===== config.mk =====
export PLATFORM = sky130hd
export DESIGN_NAME = ssfb_fir_cell
export DESIGN_NICKNAME = d
export VERILOG_FILES = /design/src/rtl/core/ssfb_pkg.sv /design/src/rtl/core/ssfb_fir_cell.sv
export SDC_FILE = /design/constraint.sdc
export NUM_CORES = 1
export LEC_CHECK = 0
export ABC_CLOCK_PERIOD_IN_PS = 20200
export BUFFER_PORTS_ARGS = -buffer_cell sky130_fd_sc_hd__buf_2
export CAP_MARGIN = 10
export CORE_MARGIN = 2
export CORE_UTILIZATION = 60
export DETAILED_ROUTE_END_ITERATION = 8
export HOLD_SLACK_MARGIN = 0.02
export PLACE_DENSITY = 0.79
export SLEW_MARGIN = 30
export SYNTH_ARGS = -nofsm -noshare
export SYNTH_HDL_FRONTEND = slang
export SYNTH_SLANG_ARGS = --single-unit

===== constraint.sdc =====
create_clock -name i_clk -period 20.2 [get_ports i_clk]
set_input_delay 3.03 -clock i_clk [delete_from_list [all_inputs] [get_ports i_clk]]
set_output_delay 3.03 -clock i_clk [all_outputs]
set_load 0.005 [all_outputs]

===== src/rtl/core/ssfb_pkg.sv =====
// Shared types, constants and a helper function for the sensor sample filter bank.
package ssfb_pkg;

    localparam int SMP_W     = 16;
    localparam int PROD_W    = 2 * SMP_W;
    localparam int OUT_W     = 24;
    localparam int FRAC_W    = 8;
    localparam int SAT_W     = 40;
    localparam int CFG_IDX_W = 4;
    localparam int COEF_COUNT = 6;

    localparam int MAF_TAPS_DEF = 4;
    localparam int FIR_TAPS_DEF = 6;

    typedef logic signed [SMP_W-1:0]  t_smp;
    typedef logic signed [PROD_W-1:0] t_prod;
    typedef logic signed [OUT_W-1:0]  t_q8;

    typedef enum logic [CFG_IDX_W-1:0] {
        REG_IIR_WEIGHT_OLD = 4'd0,
        REG_IIR_WEIGHT_NEW = 4'd1,
        REG_FIR_COEF_0     = 4'd2,
        REG_FIR_COEF_1     = 4'd3,
        REG_FIR_COEF_2     = 4'd4,
        REG_FIR_COEF_3     = 4'd5,
        REG_FIR_COEF_4     = 4'd6,
        REG_FIR_COEF_5     = 4'd7
    } t_reg_idx;

    localparam t_smp WEIGHT_RESET = 16'sd16384;
    localparam t_smp COEF_RESET [COEF_COUNT] = '{
        16'sd865, 16'sd4604, 16'sd10915, 16'sd10915, 16'sd4604, 16'sd865
    };

    typedef struct packed {
        t_smp raw_sample;
        t_q8  window_average;
        t_q8  blend_output;
        t_q8  fir_output;
    } t_result;

    // Drops seven fraction bits (rounding toward minus infinity) and clamps to 24 bits.
    function automatic t_q8 sat_q8(input logic signed [SAT_W-1:0] v);
        logic signed [SAT_W-1:0] sh;
        t_q8 res;
        sh = v >>> 7;
        if (sh[SAT_W-1:OUT_W-1] == '0 || sh[SAT_W-1:OUT_W-1] == '1) begin
            res = sh[OUT_W-1:0];
        end else if (sh[SAT_W-1]) begin
            res = {1'b1, {(OUT_W-1){1'b0}}};
        end else begin
            res = {1'b0, {(OUT_W-1){1'b1}}};
        end
        return res;
    endfunction

endpackage


===== src/rtl/core/ssfb_fir_cell.sv =====
// One FIR tap: holds a sample, passes it to the older neighbor and registers its product.
module ssfb_fir_cell import ssfb_pkg::*; (
    input  logic  i_clk,
    input  logic  i_rst_n,
    input  logic  i_shift,
    input  t_smp  i_sample,
    input  t_smp  i_coef,
    output t_smp  o_sample,
    output t_prod o_product
);

    t_smp  r_sample;
    t_prod r_product;
    t_prod n_product;

    always_comb begin
        n_product = PROD_W'(i_coef) * PROD_W'(i_sample);
    end

    always_ff @(posedge i_clk) begin
        if (!i_rst_n) begin
            r_sample <= '0;
        end else if (i_shift) begin
            r_sample <= i_sample;
        end
    end

    // The product belongs to the request that shifts in, so it loads on the same edge.
    always_ff @(posedge i_clk) begin
        if (i_shift) begin
            r_product <= n_product;
        end
    end

    assign o_sample  = r_sample;
    assign o_product = r_product;

endmodule


; Word-level counts from Yosys, hierarchy flattened
; Cells that the tools add are included.
[word_totals]
ff_bits = 48
latchBits = 0
ramBits = 0
rom_bits = 0
out_inout_bits = 48
n_memories = 0
[classes]
n_addsub = 0
mul = 1
div_mod_pow = 0
n_lt_le_gt_ge = 0
n_eq_ne = 0
shift = 0
n_mux = 0
bitwise_logic = 0
reduce_logical = 0
[ops]
columns = op, n
row1 = $mul A16 B16 Y32, 1

; Depth between registers and ports, before layout
[logic_depth]
word_depth = 1
mapped_depth = 23
mapped_depth_nobuf = 21

; Least setup slack after synthesis
; Ideal clock, no wire load.
[synth_path]
path_kind = in2reg
startpoint = input i_coef[15]
endpoint = register r_product[30] (netlist: o_product[30]) (data pin)
t_arrival_ns = 8.533
slack_ns = 11.408
cell_stages = 20
cell_sequence = clkbuf_1 nand2_1 inv_1 fa_1 fa_1 fa_1 fa_1 fa_1 inv_1 fa_1 inv_1 ha_1 and3_1 nand2_1 o211a_1 o211ai_1 a31oi_2 o31ai_1 nor4b_1 a211o_1
[synth_between]
elab_chain_cells = 1
[synth_lines]
columns = element, line_no
row1 = start: declaration, ssfb_fir_cell.sv:7  ; input t_smp i_coef,
row2 = $mul A16 B16 Y32, ssfb_fir_cell.sv:17  ; n_product = PROD_W'(i_coef) * PROD_W'(i_sample);
row3 = named net n_product[30], ssfb_fir_cell.sv:14  ; t_prod n_product;
row4 = end signal: assignment, ssfb_fir_cell.sv:31  ; r_product <= n_product;
row5 = end: declaration, ssfb_fir_cell.sv:13  ; t_prod r_product;
; The timed path passes the listed nets, and every way through them passes these cells.
; A chain may end at the register's enable or synchronous reset.

; Worst setup path after layout
[layout_path]
startpoint = input i_sample[1]
endpoint = register r_product[30] (netlist: o_product[30]) (data pin)
[layout_between]
elab_chain_cells = 1
[layout_lines]
columns = element, line_no
row1 = start: declaration, ssfb_fir_cell.sv:6  ; input t_smp i_sample,
row2 = $mul A16 B16 Y32, ssfb_fir_cell.sv:17
row3 = named net n_product[30], ssfb_fir_cell.sv:14
; The timed path passes the listed nets, and every way through them passes these cells.

==> run_results.csv <==
group,metric,value,unit
clocking,cts_max_path_buffers,2,
floorplan,rows,50,
floorplan,die_width,141.7,um
synth,post_synth_instance_area,11370,um2
final_layout,seqCellArea,1281,um2
drt,final_antenna_net_count,0,
setup_path,worst_ep_arrival_time,9040,ps
timing,fin_setup_tns,0,ps
drt,top_layer,"met4",
drt,wl_met2,13.89,mm
placement,io_buffer_count,82,
synth,synthDominantCellAreaShare,46.12,%
final_layout,instances_no_fill,1450,
setup_path,cp-end-kind,"flop",
synth,synth_cell_type_count,44,
clocking,post-cts-setup-buffers,0,
setup_path,critPathLaunch,"i_sample[1]",
clocking,ctsResizeCount,0,
clocking,htree_levels,2,
grt,antenna_found_initial,0,
placement,pre_cts_ws,10920,ps
clocking,clock-sinks,48,
timing,rsz0062_at_grt,"no",
floorplan,die_h,141.7,um
floorplan,io_pins,83,
clocking,path_clk_slew,70,ps
timing,max_freq,0.1114,GHz
floorplan,core_area,18640,um2
run,cap_violations,0,
floorplan,die-area,20070,um2
drt,viasPerCell,5.552,
timing,worst_pin_slew,745.9,ps
final_layout,fill_cells,1494,
timing,finalCritPeriodShare,44.44,%
drt,wl_per_cell,18.17,um
floorplan,initial_core_util,61.00,%
synth,synth_nets,1541,
setup_path,r2r_slack,19510,ps
final_layout,n_antenna_cell,0,
final_layout,synthToLayoutAreaGrowth,6.733,%
synth,synth_area_leaders,"fa_1, inv_1, ha_1",
timing,slew_viol_final,0,
drt,drc,0,
setup_path,worst_ep_required_time,20270,ps
status,outcome,"complete, no violations",
synth,ys_seq_elements,48,
setup_path,r2r_start,"o_sample[7]",
timing,maxSlewHeadroom,50.27,%
timing,hold_viol,0,
placement,placedCellCount,1442,
drt,drtIter0Drc,424,
setup_path,path_class,"input pin to flop",
final_layout,nets,1594,
drt,drtPass1Iterations,5,
drt,drt-met1-wl,10.03,mm
grt,grt_util_all_layers,28.47,%
synth,syn_inst,1162,
placement,gp_congestion,0.9114,
clocking,cts_root_buf,"clkbuf_16",
placement,dp_hpwl,21.11,mm
clocking,cts_hold_buffers,0,
synth,ys_seq_area_share,11.27,%
synth,yosysWarnings,0,
drt,wl,26.35,mm
clocking,tritoncts,"done",
setup_path,cp-start-kind,"input pin",
drt,wl_met3,1.491,mm
synth,avgSynthCellArea,9.787,um2
grt,grt_pass1_wl,43.99,mm
clocking,clock_latency,310,ps
final_layout,mostFrequentLayoutCells,"inv_1, fa_1, nand2_1, and2_1",
grt,grt_max_degree,49,
timing,timing.clock.skew,0,ps
timing,setup_slack,11220,ps
timing,period_minus_slack,8977,ps
grt,grt_pass1_vias,8938,
grt,overflow,0,
final_layout,layout-drive-gt1-share,8.224,%
final_layout,final_common_cell,"inv_1",
setup_path,cp_max_fo,17,
timing,final-setup-viol-count,0,
timing,whs,515.5,ps
drt,via_count,8051,
synth,synth_top_area_cell,"fa_1",
min_path,hold_class,"flop to flop",
clocking,numCtsBuffers,5,
final_layout,multi_input_area,8864,um2
min_path,worstHoldStart,"o_sample[15]",
==> worst max-delay path, cell delays in order <==
cell	delay (ps)
buf_2	300
nand2_1	170
inv_1	140
fa_1	540
fa_1	840
fa_1	510
fa_1	520
fa_1	500
inv_1	50
fa_1	470
inv_1	40
ha_1	340
and3_1	250
nand2_1	70
o211a_1	200
o211ai_1	200
a31oi_2	100
o31ai_1	420
nor4b_1	100
a211o_1	230
==> metal layers <==
| layer | GRT usage [%] | vias up |
|---|---|---|
| met1 | 36.16 | 4152 |
| met4 | 9.579 | 0 |
| met5 | 0 | - |
| li1 | - | 3528 |
| met2 | 50.84 | 297 |
| met3 | 3.611 | 74 |
==> state kept, by name, summed over array words and instances (netlist names) <==
register   count
o_product     32
o_sample      16
==> worst paths after layout <==
path         cells after the start            end
max reg2reg                      2    o_sample[7]
min reg2reg                      2   o_sample[15]
max                             20  o_product[30]
min                              2   o_sample[15]
==> kinds of logic (layout without fill, tap and decap cells) <==
| family | Yosys count | count (layout) | share of synthesized area [%] |
|---|---|---|---|
| AOI/OAI and AO/OA | 79 | 79 | 4.885 |
| xor gates and xnor gates | 34 | 34 | 2.619 |
| adders and majority gates | 344 | 344 | 55.14 |
| buffers and inverters | 327 | 381 | 10.79 |
| DFF | 48 | 48 | 11.27 |
| muxes | 16 | 16 | 1.408 |
| and+or+nand+nor | 314 | 314 | 13.88 |
==> synth_stat cells (all sizes together) <==
library cell,count
edfxtp,32
ha,82
nor2,25
and3,3
mux2i,16
o32a,1
nor3,2
clkbuf,37
o211a,1
a2111oi,2
xor2,6
a41oi,1
o21a,3
o41a,1
fa,262
dfxtp,16
a21o,11
nand2,131
nand2b,4
o21bai,5
inv,290
a31oi,2
a21oi,27
a21boi,1
nand3,4
and2,122
a211o,3
xnor2,28
nor4b,1
o31ai,2
o21ai,16
a211oi,2
and4,1
o211ai,1
nand4,2
nor2b,19
==> through the flow <==
step	area [um2]	util, %
after floorplan	11370	-
after global placement	11940	64.07
after detailed placement	11940	64.07
after CTS	12140	65.11
after global routing	12140	65.11
final	12140	65.11
==> final cells by class <==
cell class | count | area share (%)
Timing Repair Buffer | 83 | 3.443
Sequential cell | 48 | 10.56
Multi-Input combinational cell | 787 | 73.02
Tap cell | 234 | 2.412
Clock inverter | 3 | 0.5670
Clock buffer | 5 | 1.031
Inverter | 290 | 8.968
Power is not shown: default switching activity piles up to over one toggle a cycle in this logic, so the estimate is an artifact.
