## src/rtl/core/ssfb_pkg.sv

```systemverilog
// Shared types, constants and a helper function for the sensor sample filter bank.
package ssfb_pkg;

    localparam int SMP_W     = 16;
    localparam int PROD_W    = 2 * SMP_W;
    localparam int OUT_W     = 24;
    localparam int FRAC_W    = 8;
    localparam int SAT_W     = 40;
    localparam int CFG_IDX_W = 4;
    localparam int COEF_COUNT = 6;

    localparam int MAF_TAPS_DEF = 4;
    localparam int FIR_TAPS_DEF = 6;

    typedef logic signed [SMP_W-1:0]  t_smp;
    typedef logic signed [PROD_W-1:0] t_prod;
    typedef logic signed [OUT_W-1:0]  t_q8;

    typedef enum logic [CFG_IDX_W-1:0] {
        REG_IIR_WEIGHT_OLD = 4'd0,
        REG_IIR_WEIGHT_NEW = 4'd1,
        REG_FIR_COEF_0     = 4'd2,
        REG_FIR_COEF_1     = 4'd3,
        REG_FIR_COEF_2     = 4'd4,
        REG_FIR_COEF_3     = 4'd5,
        REG_FIR_COEF_4     = 4'd6,
        REG_FIR_COEF_5     = 4'd7
    } t_reg_idx;

    localparam t_smp WEIGHT_RESET = 16'sd16384;
    localparam t_smp COEF_RESET [COEF_COUNT] = '{
        16'sd865, 16'sd4604, 16'sd10915, 16'sd10915, 16'sd4604, 16'sd865
    };

    typedef struct packed {
        t_smp raw_sample;
        t_q8  window_average;
        t_q8  blend_output;
        t_q8  fir_output;
    } t_result;

    // Drops seven fraction bits (rounding toward minus infinity) and clamps to 24 bits.
    function automatic t_q8 sat_q8(input logic signed [SAT_W-1:0] v);
        logic signed [SAT_W-1:0] sh;
        t_q8 res;
        sh = v >>> 7;
        if (sh[SAT_W-1:OUT_W-1] == '0 || sh[SAT_W-1:OUT_W-1] == '1) begin
            res = sh[OUT_W-1:0];
        end else if (sh[SAT_W-1]) begin
            res = {1'b1, {(OUT_W-1){1'b0}}};
        end else begin
            res = {1'b0, {(OUT_W-1){1'b1}}};
        end
        return res;
    endfunction

endpackage

```

## src/rtl/core/ssfb_avg_div.sv

```systemverilog
// Divides the window sum, scaled by 256, by the tap count using a reciprocal multiply.
module ssfb_avg_div import ssfb_pkg::*; #(
    parameter int MAF_TAPS = MAF_TAPS_DEF
) (
    input  logic                                   i_clk,
    input  logic                                   i_en,
    input  logic signed [SMP_W+$clog2(MAF_TAPS)-1:0] i_sum,
    output t_q8                                    o_average
);

    localparam int SUM_W = SMP_W + $clog2(MAF_TAPS);
    localparam int A_W   = SUM_W + FRAC_W;
    localparam int P_W   = 2 * A_W;
    localparam int R_W   = $clog2(MAF_TAPS) + 1;
    localparam logic [A_W:0]   RECIP   = (A_W+1)'((64'd1 << A_W) / MAF_TAPS);
    localparam logic [R_W-1:0] DIVISOR = R_W'(MAF_TAPS);

    logic [SUM_W-1:0] n_mag;
    logic [A_W-1:0]   n_scaled;
    logic [P_W-1:0]   n_prod;
    logic [P_W-1:0]   r_prod;
    logic [R_W-1:0]   r_alo;
    logic             r_neg2;
    logic [OUT_W-1:0] n_q0;
    logic [R_W-1:0]   n_rem;
    logic [OUT_W-1:0] r_q0;
    logic [R_W-1:0]   r_rem;
    logic             r_neg3;
    logic [OUT_W-1:0] w_quot;

    // Stage one: magnitude times the truncated reciprocal, which is low by at most one.
    always_comb begin
        n_mag    = i_sum[SUM_W-1] ? SUM_W'(-i_sum) : SUM_W'(i_sum);
        n_scaled = {n_mag, {FRAC_W{1'b0}}};
        n_prod   = P_W'(n_scaled) * P_W'(RECIP);
    end

    always_ff @(posedge i_clk) begin
        if (i_en) begin
            r_prod <= n_prod;
            r_alo  <= n_scaled[R_W-1:0];
            r_neg2 <= i_sum[SUM_W-1];
        end
    end

    // Stage two: the remainder is below twice the divisor, so its low bits suffice.
    always_comb begin
        n_q0  = r_prod[A_W +: OUT_W];
        n_rem = r_alo - R_W'(n_q0[R_W-1:0] * DIVISOR);
    end

    always_ff @(posedge i_clk) begin
        if (i_en) begin
            r_q0   <= n_q0;
            r_rem  <= n_rem;
            r_neg3 <= r_neg2;
        end
    end

    assign w_quot    = r_q0 + OUT_W'(r_rem >= DIVISOR);
    assign o_average = r_neg3 ? -w_quot : w_quot;

endmodule

```

## config.mk

```make
export PLATFORM = sky130hd
export DESIGN_NAME = ssfb_avg_div
export DESIGN_NICKNAME = d
export VERILOG_FILES = /design/src/rtl/core/ssfb_pkg.sv /design/src/rtl/core/ssfb_avg_div.sv
export SDC_FILE = /design/constraint.sdc
export NUM_CORES = 1
export LEC_CHECK = 0
export BUFFER_PORTS_ARGS = -buffer_cell sky130_fd_sc_hd__buf_4
export CORE_MARGIN = 2
export CORE_UTILIZATION = 48
export DETAILED_ROUTE_END_ITERATION = 10
export PLACE_DENSITY = 0.79
export SLEW_MARGIN = 20
export SYNTH_ARGS = -nofsm -noshare
export SYNTH_HDL_FRONTEND = slang
export SYNTH_SLANG_ARGS = --single-unit
```

## constraint.sdc

```tcl
create_clock -name i_clk -period 2.4 [get_ports i_clk]
set_input_delay 0.36 -clock i_clk [delete_from_list [all_inputs] [get_ports i_clk]]
set_output_delay 0.36 -clock i_clk [all_outputs]
set_load 0.02 [all_outputs]
```

# Word-level counts from Yosys, hierarchy flattened

Index checks and enable logic that the tools add are counted.

Bits in registers: 38
Logic and storage cells: 9
Input port bits: 20

Muxes and demuxes: 2
Add/sub/neg operators: 2

Operators by type and width:

| operator     | count |
|---|---|
| $mux W24     | 1 |
| $neg A24 Y24 | 1 |
| $neg A18 Y18 | 1 |
| $mux W17     | 1 |

# Logic depth before layout (Yosys ltp)

Depth after elaboration: 2
Mapped depth: 6
Depth with buffers taken out: 6

# Least setup slack after synthesis

Ideal clock, no wire load.

Path kind: reg2out
From: reg r_q0[15]
To: out o_average[21]
Path slack: 0.166 ns
Cell stages (with the launch flop): 5
Buffers on the path: 0
Data arrival time: 1.874 ns
Required time: 2.040 ns
Cells stage by stage: edfxtp_1 -> or4_4 -> or4_4 -> o31ai_2 -> xnor2_1

Word-level cells in the longest chain between the ends: 2

RTL lines:

| item                   | line               | RTL |
|---|---|---|
| start, declared        | ssfb_avg_div.sv:26 | `logic [OUT_W-1:0] r_q0;` |
| start signal, assigned | ssfb_avg_div.sv:54 | `r_q0 <= n_q0;` |
| $neg A24 Y24           | ssfb_avg_div.sv:61 | `assign o_average = r_neg3 ? -w_quot : w_quot;` |
| $mux W24               | ssfb_avg_div.sv:61 |  |
| end, declared          | ssfb_avg_div.sv:8  | `output t_q8 o_average` |

No other way between the ends.

# Worst setup path after layout

Same ends and word-level chain as after synthesis.

==> results.txt <==
DRT iter0 DRCs -> 46
total CTS buffers -> 5
total power -> 1.52 mW
Clock Path Buffers -> 2
worst hold stages -> 1
Internal Power -> 1.15 mW
Final Hold Vio Count -> 0
Netlist cell types -> 23
Worst EP arrival -> 2.18 ns
# fillers -> 308
Fmax -> 393 MHz
H-tree levels -> 2
Comb pwr share -> 0.202
DP HPWL -> 2140 microns
Bufs and invs on worst path -> 1
Worst Clk Skew -> 0.00396 ns
# DRC -> 0
GPL Wtd Cong -> 0.703
Main synth FF type -> edfxtp_1
CTS clk-pin slew, worst paths -> 0.06 ns
TNS Setup -> -0.455 ns
Sequential Power Share -> 0.553
crit-path leading delay family -> simple AND/OR/NAND/NOR gates
max-slew violation count -> 0
most frequent cells in the layout -> buf_4, edfxtp_1, xnor2_1
clock root buffer -> clkbuf_8
register area share after synthesis -> 0.599
Hold Path Sink -> r_prod[32]$_DFFE_PP_
placed cell areas -> 0.00220 sq mm
vias per cell -> 4.98
die area -> 0.00449 sq mm
Tmin final -> 2.54 ns
YS warnings -> 0
Clock Sinks -> 38
io pins -> 44
Core Area -> 0.00374 sq mm
slew of the pin with the lowest slew margin -> 0.610 ns
Final Non-Filler Cells -> 242
TritonRoute pass-1 iters -> 4
Synth async-reset ratio -> 0
vias in the first global route -> 1,126
Die Span Y -> 67.0 microns
slew margin rel. -> 0.593
Synth Register Bits -> 38
final net count -> 216
r2r worst-path depth -> 0
worst r2r dst -> r_q0[7]$_DFFE_PP_
Placed Instances -> 228
CP required -> 2.04 ns
drt total wl -> 2780 microns
Slowest cell on crit path -> or4_4
crit end category -> primary output
DRT antenna net count -> 0
grt total ovfl -> 0
number of diodes -> 0
switching share of total power -> 0.241
synthesized cell area -> 0.00190 sq mm
Core Util, Final -> 0.633
critical path fanouts, max -> 4
max incr delay on CP -> 0.55 ns
P&R area growth vs syn -> 24.4%
commonest non-fill, non-tap cell in the layout -> buf_4
Wirelength per Cell -> 11.5 microns
startpoint class of the critical path -> flip-flop
critical path type -> flip-flop to primary output
initial antenna violation count -> 0
Setup-failing EPs final -> 5
Hold/Removal Path Class -> input port to flip-flop
Mapped Cells -> 147
first-pass GRT wire length -> 4750 microns
Layout Cell Area excl Fill -> 0.00237 sq mm
worst skew pair latency -> 0.28 ns
share of cells above drive strength 1 -> 0.304
period utilization -> 1.06
Post-synth EDFFs -> 38
largest net degree at the start of global routing -> 39
Syn Area/Cell -> 13.0 sq um
Max-cap violations -> 0
clock network fraction of total power -> 0.245
Port Buffer Count -> 37
worst reg2reg path startpoint -> r_prod[33]$_DFFE_PP_
CTS tree -> built
PD cells -> 641 mW/mm^2
Peak VDD IR -> 0.000384 V
crit-path most repeated cell -> or4_4
R2R setup slack -> 1.77 ns
GRT Resource Usage Total -> 0.147
status -> finished with violations
Hold Startpoint -> i_sum[0]
violated checks -> setup timing
RSZ-0062 raised after global routing -> yes
Std-Cell Rows -> 22
Via Count -> 1,204
setup ws final -> -0.144 ns
LEAKAGE -> 0.849 nW
Die W -> 67.0 microns
crit path cell chain -> or4_4 -> or4_4 -> o31ai_4 -> xnor2_1 -> buf_4
Initial Utilization -> 0.509
Switch Pwr -> 366 uW
through the flow:
step | setup WS [ns] | hold slack (ns)
finish | -0.144 | 0.282
global placement | 0.103 | 0.406
global route | -0.215 | 0.272
detailed placement | 0.0752 | 0.405
floorplan | 0.166 | 0.400
CTS | -0.202 | 0.269
flip-flops by register name, summed over array words and instances, names as in the netlist:
signal  cells
r_neg2      1
r_neg3      1
r_prod     18
r_q0       18
worst max-delay path by stage:
| stage | startpoint | end | slack, ns | depth (start not counted) |
|---|---|---|---|---|
| after detailed placement | r_q0[16]$_DFFE_PP_ | o_average[21] | 0.08 | 5 |
| after global placement | r_q0[16]$_DFFE_PP_ | o_average[23] | 0.10 | 5 |
| after CTS | r_q0[13]$_DFFE_PP_ | o_average[21] | -0.20 | 5 |
| final | r_q0[15]$_DFFE_PP_ | o_average[21] | -0.14 | 5 |
| after global routing | r_q0[20]$_DFFE_PP_ | o_average[23] | -0.22 | 5 |
| after floorplan | r_q0[15]$_DFFE_PP_ | o_average[21] | 0.17 | 4 |
routing by layer:
layer	vias to the layer above	share of wire	GRT usage
met4	0	0.030	0.0918
met2	41	0.49	0.246
met5	-	0	0
met3	5	0.071	0.0405
li1	621	-	-
met1	537	0.41	0.165
cells in the mapped netlist (4+ instances only):
cell type,count,share of area
inv_1,4,0.0079
o21ai_0,11,0.029
xnor2_1,31,0.14
nand2b_1,6,0.020
nand2_1,9,0.018
edfxtp_1,38,0.60
o31ai_1,8,0.032
o41ai_1,6,0.028
buf_4,7,0.028
kinds of logic (layout without fill, tap and decap cells):
family | Yosys count | after routing | synth area share
buf+inv | 16 | 58 | 0.0499
compound gates | 26 | 26 | 0.0946
flops | 38 | 38 | 0.599
other cells | 1 | 6 | 0.00197
simple gates | 33 | 33 | 0.0985
xor+xnor | 31 | 31 | 0.143
fa+ha+maj | 2 | 2 | 0.0131
power groups by stage:
stage	Sequential (mW)	Clock, mW	Combinational (mW)
after global routing	0.847	0.425	0.334
after CTS	0.841	0.388	0.297
after floorplan	0.843	0	0.178
after detailed placement	0.854	0	0.292
final	0.840	0.372	0.308
after global placement	0.850	0	0.285
layout make-up:
class,instances,area [sq um],share of cell area
Sequential cell,38,1140,0.482
Tap cell,48,60.1,0.0254
Clock buffer,7,76.3,0.0322
Timing Repair Buffer,47,353,0.149
Multi-Input combinational cell,98,723,0.305
Inverter,4,15.0,0.00634
timing repair:
| action | CTS | global route |
|---|---|---|
| pin swaps | 3 | 6 |
| gates resized for setup | 3 | 5 |
| buffers inserted | 2 | 5 |
| hold buffers | 0 | 0 |
| cloned | 0 | 0 |
| setup endpoints to repair | 5 | 9 |
(Power assumes the default switching activity.)
